<file path="src/hdl/hsv_pkg.sv">
// Shared constants, sector codes and stage-to-stage types for the HSV to RGB converter.
// Used by every module of the converter; depends on nothing else.

package hsv_pkg;

   localparam int HUE_W = 11;
   localparam int SAT_W = 9;
   localparam int VAL_W = 8;
   localparam int CH_W  = 8;

   // Hue reduction: 1080 = 3 * 360 lifts any 11-bit hue to a positive angle.
   localparam logic [11:0] HUE_OFFSET   = 12'd1080;
   // floor(t / 60) = (t * 2185) >> 17 for every t below 4681.
   localparam logic [11:0] DIV60_MULT   = 12'd2185;
   localparam int          DIV60_SHIFT  = 17;
   localparam logic [5:0]  SECTOR_SIZE  = 6'd60;
   localparam logic [5:0]  SECTOR_COUNT = 6'd6;
   // floor(q / 6) = (q * 43) >> 8 for every q below 128.
   localparam logic [5:0]  DIV6_MULT    = 6'd43;
   localparam int          DIV6_SHIFT   = 8;

   localparam logic [8:0]  SAT_ONE      = 9'd256;
   localparam logic [13:0] FRAC_ONE     = 14'd15360;
   // floor(p / 60) = (p * 17477) >> 20 for every p below 23831.
   localparam logic [14:0] FRAC_DIV_MULT  = 15'd17477;
   localparam int          FRAC_DIV_SHIFT = 20;

   localparam logic [2:0] SECTOR_RED_YELLOW    = 3'd0;
   localparam logic [2:0] SECTOR_YELLOW_GREEN  = 3'd1;
   localparam logic [2:0] SECTOR_GREEN_CYAN    = 3'd2;
   localparam logic [2:0] SECTOR_CYAN_BLUE     = 3'd3;
   localparam logic [2:0] SECTOR_BLUE_MAGENTA  = 3'd4;
   localparam logic [2:0] SECTOR_MAGENTA_RED   = 3'd5;

   typedef struct packed {
      logic               valid;
      logic [2:0]         sector;
      logic [5:0]         rem;
      logic [SAT_W-1:0]   sat;
      logic [VAL_W-1:0]   val;
   } sector_out_type;

   typedef struct packed {
      logic               valid;
      logic [2:0]         sector;
      logic [VAL_W-1:0]   val;
      logic [CH_W-1:0]    x;
      logic [28:0]        y_prod;
      logic [28:0]        z_prod;
   } level_out_type;

endpackage

</file>
<file path="src/hdl/hsv_sector.sv">
// Hue reduction stages: splits the hue into sector and remainder and clamps saturation.
// Depends on hsv_pkg.

module hsv_sector (
   input  logic                            clock,
   input  logic                            reset,
   input  logic                            in_valid,
   input  logic signed [hsv_pkg::HUE_W-1:0] hue,
   input  logic [hsv_pkg::SAT_W-1:0]       sat,
   input  logic [hsv_pkg::VAL_W-1:0]       val,
   output hsv_pkg::sector_out_type         out
);

   logic [11:0]               t_in;
   logic [23:0]               prod_in;
   logic [hsv_pkg::SAT_W-1:0] sat_in;

   logic                      valid1_ff;
   logic [11:0]               t1_ff;
   logic [23:0]               prod1_ff;
   logic [hsv_pkg::SAT_W-1:0] sat1_ff;
   logic [hsv_pkg::VAL_W-1:0] val1_ff;

   logic [5:0]                quot60;
   logic [11:0]               rem_full;
   logic [11:0]               q6_prod;
   logic [5:0]                sector_full;
   hsv_pkg::sector_out_type   out_in;
   hsv_pkg::sector_out_type   out_ff;

   // The offset keeps the sum positive, so the 12-bit wrap of the sign-extended hue is exact.
   always_comb begin
      t_in    = {hue[hsv_pkg::HUE_W-1], hue} + hsv_pkg::HUE_OFFSET;
      prod_in = 24'(t_in) * 24'(hsv_pkg::DIV60_MULT);
      sat_in  = (sat > hsv_pkg::SAT_ONE) ? hsv_pkg::SAT_ONE : sat;
   end

   always_ff @(posedge clock) begin
      if (reset) begin
         valid1_ff <= 1'b0;
      end else begin
         valid1_ff <= in_valid;
      end
      t1_ff    <= t_in;
      prod1_ff <= prod_in;
      sat1_ff  <= sat_in;
      val1_ff  <= val;
   end

   // The number of whole 60-degree steps is below 36; its value mod 6 is the sector.
   always_comb begin
      quot60      = prod1_ff[hsv_pkg::DIV60_SHIFT +: 6];
      rem_full    = t1_ff - 12'(quot60) * 12'(hsv_pkg::SECTOR_SIZE);
      q6_prod     = 12'(quot60) * 12'(hsv_pkg::DIV6_MULT);
      sector_full = quot60 - 6'(q6_prod[hsv_pkg::DIV6_SHIFT +: 3]) * hsv_pkg::SECTOR_COUNT;
      out_in.valid  = valid1_ff;
      out_in.sector = sector_full[2:0];
      out_in.rem    = rem_full[5:0];
      out_in.sat    = sat1_ff;
      out_in.val    = val1_ff;
   end

   always_ff @(posedge clock) begin
      if (reset) begin
         out_ff.valid <= 1'b0;
      end else begin
         out_ff.valid <= out_in.valid;
      end
      out_ff.sector <= out_in.sector;
      out_ff.rem    <= out_in.rem;
      out_ff.sat    <= out_in.sat;
      out_ff.val    <= out_in.val;
   end

   assign out = out_ff;

   a_sector_range: assert property (@(posedge clock) disable iff (reset)
      out_ff.valid |-> (out_ff.sector <= hsv_pkg::SECTOR_MAGENTA_RED &&
                        out_ff.rem < hsv_pkg::SECTOR_SIZE))
      else $error("hue reduction left sector or remainder out of range");

   a_sat_clamped: assert property (@(posedge clock) disable iff (reset)
      out_ff.valid |-> out_ff.sat <= hsv_pkg::SAT_ONE)
      else $error("saturation not clamped to one");

endmodule

</file>
<file path="src/hdl/hsv_level.sv">
// Level stages: forms the x, y and z intensity levels through three multiplier stages.
// Depends on hsv_pkg; fed by hsv_sector.

module hsv_level (
   input  logic                     clock,
   input  logic                     reset,
   input  hsv_pkg::sector_out_type  in,
   output hsv_pkg::level_out_type   out
);

   logic [14:0]               sr_prod;
   logic [14:0]               szr_prod;
   logic [14:0]               ny_full;
   logic [14:0]               nz_full;
   logic [8:0]                nx_in;

   logic                      valid3_ff;
   logic [2:0]                sector3_ff;
   logic [hsv_pkg::VAL_W-1:0] val3_ff;
   logic [8:0]                nx3_ff;
   logic [13:0]               ny3_ff;
   logic [13:0]               nz3_ff;

   logic [16:0]               px_in;
   logic [21:0]               py_in;
   logic [21:0]               pz_in;

   logic                      valid4_ff;
   logic [2:0]                sector4_ff;
   logic [hsv_pkg::VAL_W-1:0] val4_ff;
   logic [16:0]               px4_ff;
   logic [21:0]               py4_ff;
   logic [21:0]               pz4_ff;

   hsv_pkg::level_out_type    out_in;
   hsv_pkg::level_out_type    out_ff;

   // Numerators of the three levels; s*rem never exceeds 15360, so they stay non-negative.
   always_comb begin
      sr_prod  = 15'(in.sat) * 15'(in.rem);
      szr_prod = 15'(in.sat) * 15'(hsv_pkg::SECTOR_SIZE - in.rem);
      ny_full  = 15'(hsv_pkg::FRAC_ONE) - sr_prod;
      nz_full  = 15'(hsv_pkg::FRAC_ONE) - szr_prod;
      nx_in    = hsv_pkg::SAT_ONE - in.sat;
   end

   always_ff @(posedge clock) begin
      if (reset) begin
         valid3_ff <= 1'b0;
      end else begin
         valid3_ff <= in.valid;
      end
      sector3_ff <= in.sector;
      val3_ff    <= in.val;
      nx3_ff     <= nx_in;
      ny3_ff     <= ny_full[13:0];
      nz3_ff     <= nz_full[13:0];
   end

   always_comb begin
      px_in = 17'(val3_ff) * 17'(nx3_ff);
      py_in = 22'(val3_ff) * 22'(ny3_ff);
      pz_in = 22'(val3_ff) * 22'(nz3_ff);
   end

   always_ff @(posedge clock) begin
      if (reset) begin
         valid4_ff <= 1'b0;
      end else begin
         valid4_ff <= valid3_ff;
      end
      sector4_ff <= sector3_ff;
      val4_ff    <= val3_ff;
      px4_ff     <= px_in;
      py4_ff     <= py_in;
      pz4_ff     <= pz_in;
   end

   // Division by 15360 is a shift by 8 followed by a reciprocal multiply for the factor 60.
   always_comb begin
      out_in.valid  = valid4_ff;
      out_in.sector = sector4_ff;
      out_in.val    = val4_ff;
      out_in.x      = px4_ff[15:8];
      out_in.y_prod = 29'(py4_ff[21:8]) * 29'(hsv_pkg::FRAC_DIV_MULT);
      out_in.z_prod = 29'(pz4_ff[21:8]) * 29'(hsv_pkg::FRAC_DIV_MULT);
   end

   always_ff @(posedge clock) begin
      if (reset) begin
         out_ff.valid <= 1'b0;
      end else begin
         out_ff.valid <= out_in.valid;
      end
      out_ff.sector <= out_in.sector;
      out_ff.val    <= out_in.val;
      out_ff.x      <= out_in.x;
      out_ff.y_prod <= out_in.y_prod;
      out_ff.z_prod <= out_in.z_prod;
   end

   assign out = out_ff;

   a_x_below_value: assert property (@(posedge clock) disable iff (reset)
      out_ff.valid |-> out_ff.x <= out_ff.val)
      else $error("x level exceeds the value level");

endmodule

</file>
<file path="src/hdl/hsv_route.sv">
// Output stage: finishes the y and z levels and routes v, x, y, z to red, green and blue.
// Depends on hsv_pkg; fed by hsv_level.

module hsv_route (
   input  logic                         clock,
   input  logic                         reset,
   input  hsv_pkg::level_out_type       in,
   output logic                         strobe,
   output logic [hsv_pkg::CH_W-1:0]     red,
   output logic [hsv_pkg::CH_W-1:0]     green,
   output logic [hsv_pkg::CH_W-1:0]     blue
);

   logic [hsv_pkg::CH_W-1:0] y_lvl;
   logic [hsv_pkg::CH_W-1:0] z_lvl;
   logic [hsv_pkg::CH_W-1:0] red_in;
   logic [hsv_pkg::CH_W-1:0] green_in;
   logic [hsv_pkg::CH_W-1:0] blue_in;

   logic                     strobe_ff;
   logic [hsv_pkg::CH_W-1:0] red_ff;
   logic [hsv_pkg::CH_W-1:0] green_ff;
   logic [hsv_pkg::CH_W-1:0] blue_ff;

   always_comb begin
      y_lvl = in.y_prod[hsv_pkg::FRAC_DIV_SHIFT +: hsv_pkg::CH_W];
      z_lvl = in.z_prod[hsv_pkg::FRAC_DIV_SHIFT +: hsv_pkg::CH_W];
      unique case (in.sector)
         hsv_pkg::SECTOR_RED_YELLOW: begin
            red_in = in.val;  green_in = z_lvl;  blue_in = in.x;
         end
         hsv_pkg::SECTOR_YELLOW_GREEN: begin
            red_in = y_lvl;   green_in = in.val; blue_in = in.x;
         end
         hsv_pkg::SECTOR_GREEN_CYAN: begin
            red_in = in.x;    green_in = in.val; blue_in = z_lvl;
         end
         hsv_pkg::SECTOR_CYAN_BLUE: begin
            red_in = in.x;    green_in = y_lvl;  blue_in = in.val;
         end
         hsv_pkg::SECTOR_BLUE_MAGENTA: begin
            red_in = z_lvl;   green_in = in.x;   blue_in = in.val;
         end
         default: begin
            red_in = in.val;  green_in = in.x;   blue_in = y_lvl;
         end
      endcase
   end

   always_ff @(posedge clock) begin
      if (reset) begin
         strobe_ff <= 1'b0;
      end else begin
         strobe_ff <= in.valid;
      end
      red_ff   <= red_in;
      green_ff <= green_in;
      blue_ff  <= blue_in;
   end

   assign strobe = strobe_ff;
   assign red    = red_ff;
   assign green  = green_ff;
   assign blue   = blue_ff;

   // One channel always carries the full value level.
   a_value_present: assert property (@(posedge clock) disable iff (reset)
      in.valid |=> (red_ff == $past(in.val) || green_ff == $past(in.val) ||
                    blue_ff == $past(in.val)))
      else $error("no channel carries the value level");

endmodule

</file>
<file path="src/hdl/hsv_to_rgb_converter_top.sv">
// Top level of the HSV to RGB converter: command port in, strobed result port out.
// Depends on hsv_pkg, hsv_sector, hsv_level and hsv_route.
//
//   Channel   Ports                                              Transfer when
//   request   start, busy, req_hue_degrees, req_saturation,       start && !busy
//             req_value_level
//   response  rsp_strobe, rsp_red, rsp_green, rsp_blue            rsp_strobe
//
// Six register stages: hue reduction (2), level multipliers (3) and channel routing (1).
// A request may be given in every cycle; its result passes through hue reduction, the level multipliers and routing.
// The multipliers are fully pipelined, so busy stays low and one colour leaves per cycle.
// Synchronous reset clears the valid bits of all stages; data registers are not reset.
// It is up to the receiver that it takes every result in its strobe cycle; the block does not enforce it.

module hsv_to_rgb_converter_top (
   input  logic                              clock,
   input  logic                              reset,
   input  logic                              start,
   output logic                              busy,
   input  logic signed [hsv_pkg::HUE_W-1:0]  req_hue_degrees,
   input  logic [hsv_pkg::SAT_W-1:0]         req_saturation,
   input  logic [hsv_pkg::VAL_W-1:0]         req_value_level,
   output logic                              rsp_strobe,
   output logic [hsv_pkg::CH_W-1:0]          rsp_red,
   output logic [hsv_pkg::CH_W-1:0]          rsp_green,
   output logic [hsv_pkg::CH_W-1:0]          rsp_blue
);

   logic                    req_accept;
   hsv_pkg::sector_out_type sector_out;
   hsv_pkg::level_out_type  level_out;

   assign busy       = 1'b0;
   assign req_accept = start && !busy;

   hsv_sector u_sector (
      .clock    (clock),
      .reset    (reset),
      .in_valid (req_accept),
      .hue      (req_hue_degrees),
      .sat      (req_saturation),
      .val      (req_value_level),
      .out      (sector_out)
   );

   hsv_level u_level (
      .clock (clock),
      .reset (reset),
      .in    (sector_out),
      .out   (level_out)
   );

   hsv_route u_route (
      .clock  (clock),
      .reset  (reset),
      .in     (level_out),
      .strobe (rsp_strobe),
      .red    (rsp_red),
      .green  (rsp_green),
      .blue   (rsp_blue)
   );

   a_latency: assert property (@(posedge clock) disable iff (reset)
      req_accept |-> ##6 rsp_strobe)
      else $error("accepted request produced no result after six cycles");

   a_no_spurious: assert property (@(posedge clock) disable iff (reset)
      rsp_strobe |-> $past(req_accept, 6))
      else $error("result strobe without a matching request");

   a_grey: assert property (@(posedge clock) disable iff (reset)
      (req_accept && req_saturation == '0) |->
         ##6 (rsp_red == rsp_green && rsp_green == rsp_blue))
      else $error("zero saturation did not give grey");

endmodule
</file>
<file path="config.mk">
export PLATFORM = sky130hd
export DESIGN_NAME = hsv_to_rgb_converter_top
export DESIGN_NICKNAME = d
export VERILOG_FILES = /design/src/hdl/hsv_pkg.sv /design/src/hdl/hsv_sector.sv /design/src/hdl/hsv_level.sv /design/src/hdl/hsv_route.sv /design/src/hdl/hsv_to_rgb_converter_top.sv
export SDC_FILE = /design/constraint.sdc
export NUM_CORES = 1
export LEC_CHECK = 0
export BUFFER_PORTS_ARGS = -buffer_cell sky130_fd_sc_hd__buf_2
export CAP_MARGIN = 20
export CORE_MARGIN = 4
export CORE_UTILIZATION = 45
export CTS_BUF_LIST = sky130_fd_sc_hd__clkbuf_4
export CTS_CLUSTER_SIZE = 40
export DETAILED_ROUTE_END_ITERATION = 16
export RECOVER_POWER = 50
export SYNTH_ARGS = -nofsm -noshare
export SYNTH_HDL_FRONTEND = slang
export SYNTH_SLANG_ARGS = --single-unit
</file>
<file path="constraint.sdc">
create_clock -name clock -period 13.96 [get_ports clock]
set_input_delay 2.094 -clock clock [delete_from_list [all_inputs] [get_ports clock]]
set_output_delay 2.094 -clock clock [all_outputs]
set_load 0.02 [all_outputs]
</file>
==> impl_results.md <==
* Status: finished, violations left
* Violations in the final reports: capacitance limit, slew limit
* Most common flop cell mapped by yosys: dfxtp_1
* Via density per instance at 4.94
* Share of async-settable or async-resettable flops after synthesis at 0
* Synth warnings at 0
* Critical path endpoint category: flip-flop
* Via count of the first global-routing pass at 17200
* Library cell occupying the most area in the post-synthesis netlist: fa_1
* Post-route met1 wirelength at 22200 µm
* Count of flip-flops with a built-in enable after synthesis at 0
* Number of buffer and inverter stages on the critical path at 2
* Max-cap violations at 9
* Capture instance of the worst register-to-register path: u_level.pz4_ff[21]
* Post-Layout Cell Count at 3243
* CORE AREA at 52700 µm²
* Area enclosed by the die boundary at 56900 µm²
* Nets in the synthesized netlist at 3225
* Total clock sinks at 214
* Slowest cell delay on critical path at 1.12 ns
* Total instance count after detailed placement at 3138
* Number of remaining DRC errors at 0
* Most common cell in the synthesized netlist: inv_1
* WHS Path Cells at 0
* Pin count of the biggest net entering global routing at 47
* Final Critical Period at 6.53 ns
* Worst slew margin relative to its limit at -0.473
* Post-Synthesis Mean Instance Area at 9.78 µm²
* Routed wire length at 47700 µm
* Starting Density at 0.454
* Setup slack of the most critical reg-to-reg path at 7.43 ns
* DP Wirelength at 38300 µm
* Number of cells produced by synthesis at 2447
* Endpoint arrival time on the critical path at 7.19 ns
* Sequential area share after synthesis at 0.179
* Worst Path Class, Setup: reg2reg
* Clock Skews at 0.0678 ns
* Origin of the critical flop-to-flop path: u_level.val3_ff[7]
* Final Max Tran Viols at 340
* Required time at the worst-slack endpoint at 14.62 ns
* CTS H-Tree Depth at 2
* Setup repair after global routing missed its margin: false
* Maximum fanout encountered on the critical timing path at 37
* Number of placement rows at 84
* Path class of the lowest-slack min-delay path: reg2reg
* Sum of negative setup slack at 0 ns
* Worst-margin pin slew at 2.21 ns
* Most common library cells after synthesis: 459 x inv_1, 438 x ha_1, 309 x fa_1
* Routed len/inst at 14.7 µm
* Upper clock frequency limit at 153 MHz
* Count of state elements after synthesis at 214
* IO Count at 57
* Final clock period utilization by the worst path at 0.468
* Gate family responsible for the most delay along the worst path: adder cells
* Util after Layout at 0.486
* DRT Pass-1 Iters at 5
* Maximum clock path buffer count at 3
* Final hold violation count at 0
* RePlAce Congestion at 0.841
* Met3 routed WL at 1700 µm
* Antenna violations before repair at 2
* Worst path slowest cell: clkbuf_1
* Final count of negative-setup-slack endpoints at 0
* Number of violations reported at the end of detailed-routing iteration 0 at 658
* Clock tree from TritonCTS: yes
* Total CTS buffers at 58
* Overflow after GRT at 0
* Count of input and output buffers at 55
* Synthesis-to-finish area growth at 6.85%
* Share of the synthesized area in the top cell type at 0.259
* Cell breakdown of the critical path: clkbuf_1 -> nand2_1 -> fa_1 -> fa_1 -> fa_1 -> inv_1 -> fa_1 -> ha_1 -> a2111oi_0 -> o21ai_1 -> a2111oi_0 -> nor2_1 -> a221oi_2 -> o211ai_1 -> a21oi_1 -> xnor2_1
* Synth unique cells at 67
* Worst-skew pair later-pin latency at 0.78 ns
* Filler cell count at 5021
* Count of vias placed by the detailed router at 16000
* Capture endpoint of the worst hold path: u_level.out[66]
* HP Start: u_level.val4_ff[0]
* Share of post-route cells with drive strength above 1 at 0.0701
* Post-CTS Repair Setup Buffers at 0
* Die width at 239 µm
* Clk Tree Root Cell: clkbuf_4
* Hold buffer count at cts at 0
* Critical path startpoint category: flip-flop
* Max layer used: met4
* Total standard cell area after synthesis at 23900 µm²
* Clock input transition at the sequential cells of the worst setup and hold paths at 0.07 ns
* Global-route usage over all layers at 0.174
* Post-layout nets at 3288
* Total length of routed met2 wires at 23300 µm
* Crit-path most repeated cell: fa_1
* Reg2Reg Depth at 16
* Die Ht at 239 µm
* Final ANT Viol Nets at 0
* First-pass GRT wire length at 82800 µm
* Quantity of gates resized following cts at 0
* Cell types occupying the most area after synthesis: fa_1 26%, ha_1 23%, dfxtp_1 18%, inv_1 7.2%, and2_1 6.1%
-- per-stage QoR --
step           hold slack (ns)  worst slack (ns)  instance area (µm²)
6_report                 0.320              7.43                25600
5_1_grt                  0.325              6.71                25600
4_1_cts                  0.324              8.23                25600
3_5_place_dp             0.312              7.51                24900
3_3_place_gp             0.311              7.62                24900
2_1_floorplan            0.310              8.20                23900
-- cells in the final DEF (no fill, tap or decap), types with 49 or more instances in the layout --
master	Yosys	routed
a21oi_1	59	59
and2_1	233	233
buf_2	0	49
clkbuf_4	0	75
dfxtp_1	214	214
fa_1	309	309
ha_1	438	438
inv_1	459	459
nand2_1	187	187
nor2_1	64	64
xnor2_1	88	88
-- area by class of cell --
cell class              count  area (µm²)  share of cell area
inverters                 460        1730              0.0675
clock inverters            27         149             0.00582
flip-flops and latches    214        4280               0.168
multi-input cells        1711       17700               0.691
clock buffers              75         563              0.0220
diodes                      3        7.51            0.000294
repair buffers             65         309              0.0121
well taps                 688         861              0.0337
-- worst reg2reg max path, delay by kind of cell, from the launching register on --
kind	cells	cell delay, ns
AO/OA/AOI/OAI	6	1.86
flip-flops	1	0.31
buffers and inverters	2	1.18
XOR/XNOR	1	0.13
adder cells (fa/ha/maj)	5	2.43
AND/OR/NAND/NOR	2	0.55
-- flip-flops by register name, indices dropped and copies added, names as in the netlist, 3 cells and up --
name	count
u_sector.prod1_ff	6
u_level.val3_ff	8
u_level.sector3_ff	3
u_level.px4_ff	8
u_sector.sat1_ff	9
u_level.val4_ff	8
u_route.green	8
u_level.pz4_ff	14
u_sector.out	27
u_level.nz3_ff	13
u_level.nx3_ff	9
u_route.blue	8
u_level.sector4_ff	3
u_level.py4_ff	14
u_sector.val1_ff	8
u_sector.t1_ff	6
u_route.red	8
u_level.out	36
u_level.ny3_ff	14
-- worst max path at each step --
stage,cells past startpoint,from,endpoint
final,16,u_level.val3_ff[7],u_level.pz4_ff[21]
after global routing,16,u_level.val3_ff[7],u_level.pz4_ff[21]
after CTS,17,u_sector.out[17],u_level.nz3_ff[13]
after detailed placement,18,req_hue_degrees[3],u_sector.prod1_ff[22]
after global placement,18,req_hue_degrees[3],u_sector.prod1_ff[22]
after floorplan,16,req_hue_degrees[3],u_sector.prod1_ff[22]
-- per-layer routing --
layer / vias to the layer above / track usage
met1: 7850 / 0.235
met4: 0 / 0.0322
met2: 199 / 0.301
met3: 39 / 0.0279
met5: - / 0
li1: 7920 / -
-- cells by family after synthesis --
group | count (synthesis) | synth area share
buffers and inverters | 522 | 0.0826
adder cells (fa/ha/maj) | 747 | 0.488
AO/OA/AOI/OAI | 211 | 0.0602
XOR/XNOR | 122 | 0.0447
multiplexers | 41 | 0.0183
other | 1 | 0.000157
AND/OR/NAND/NOR | 589 | 0.127
flip-flops | 214 | 0.179
Power is not shown: default switching activity piles up to over one toggle a cycle in this logic, so the estimate is an artifact.
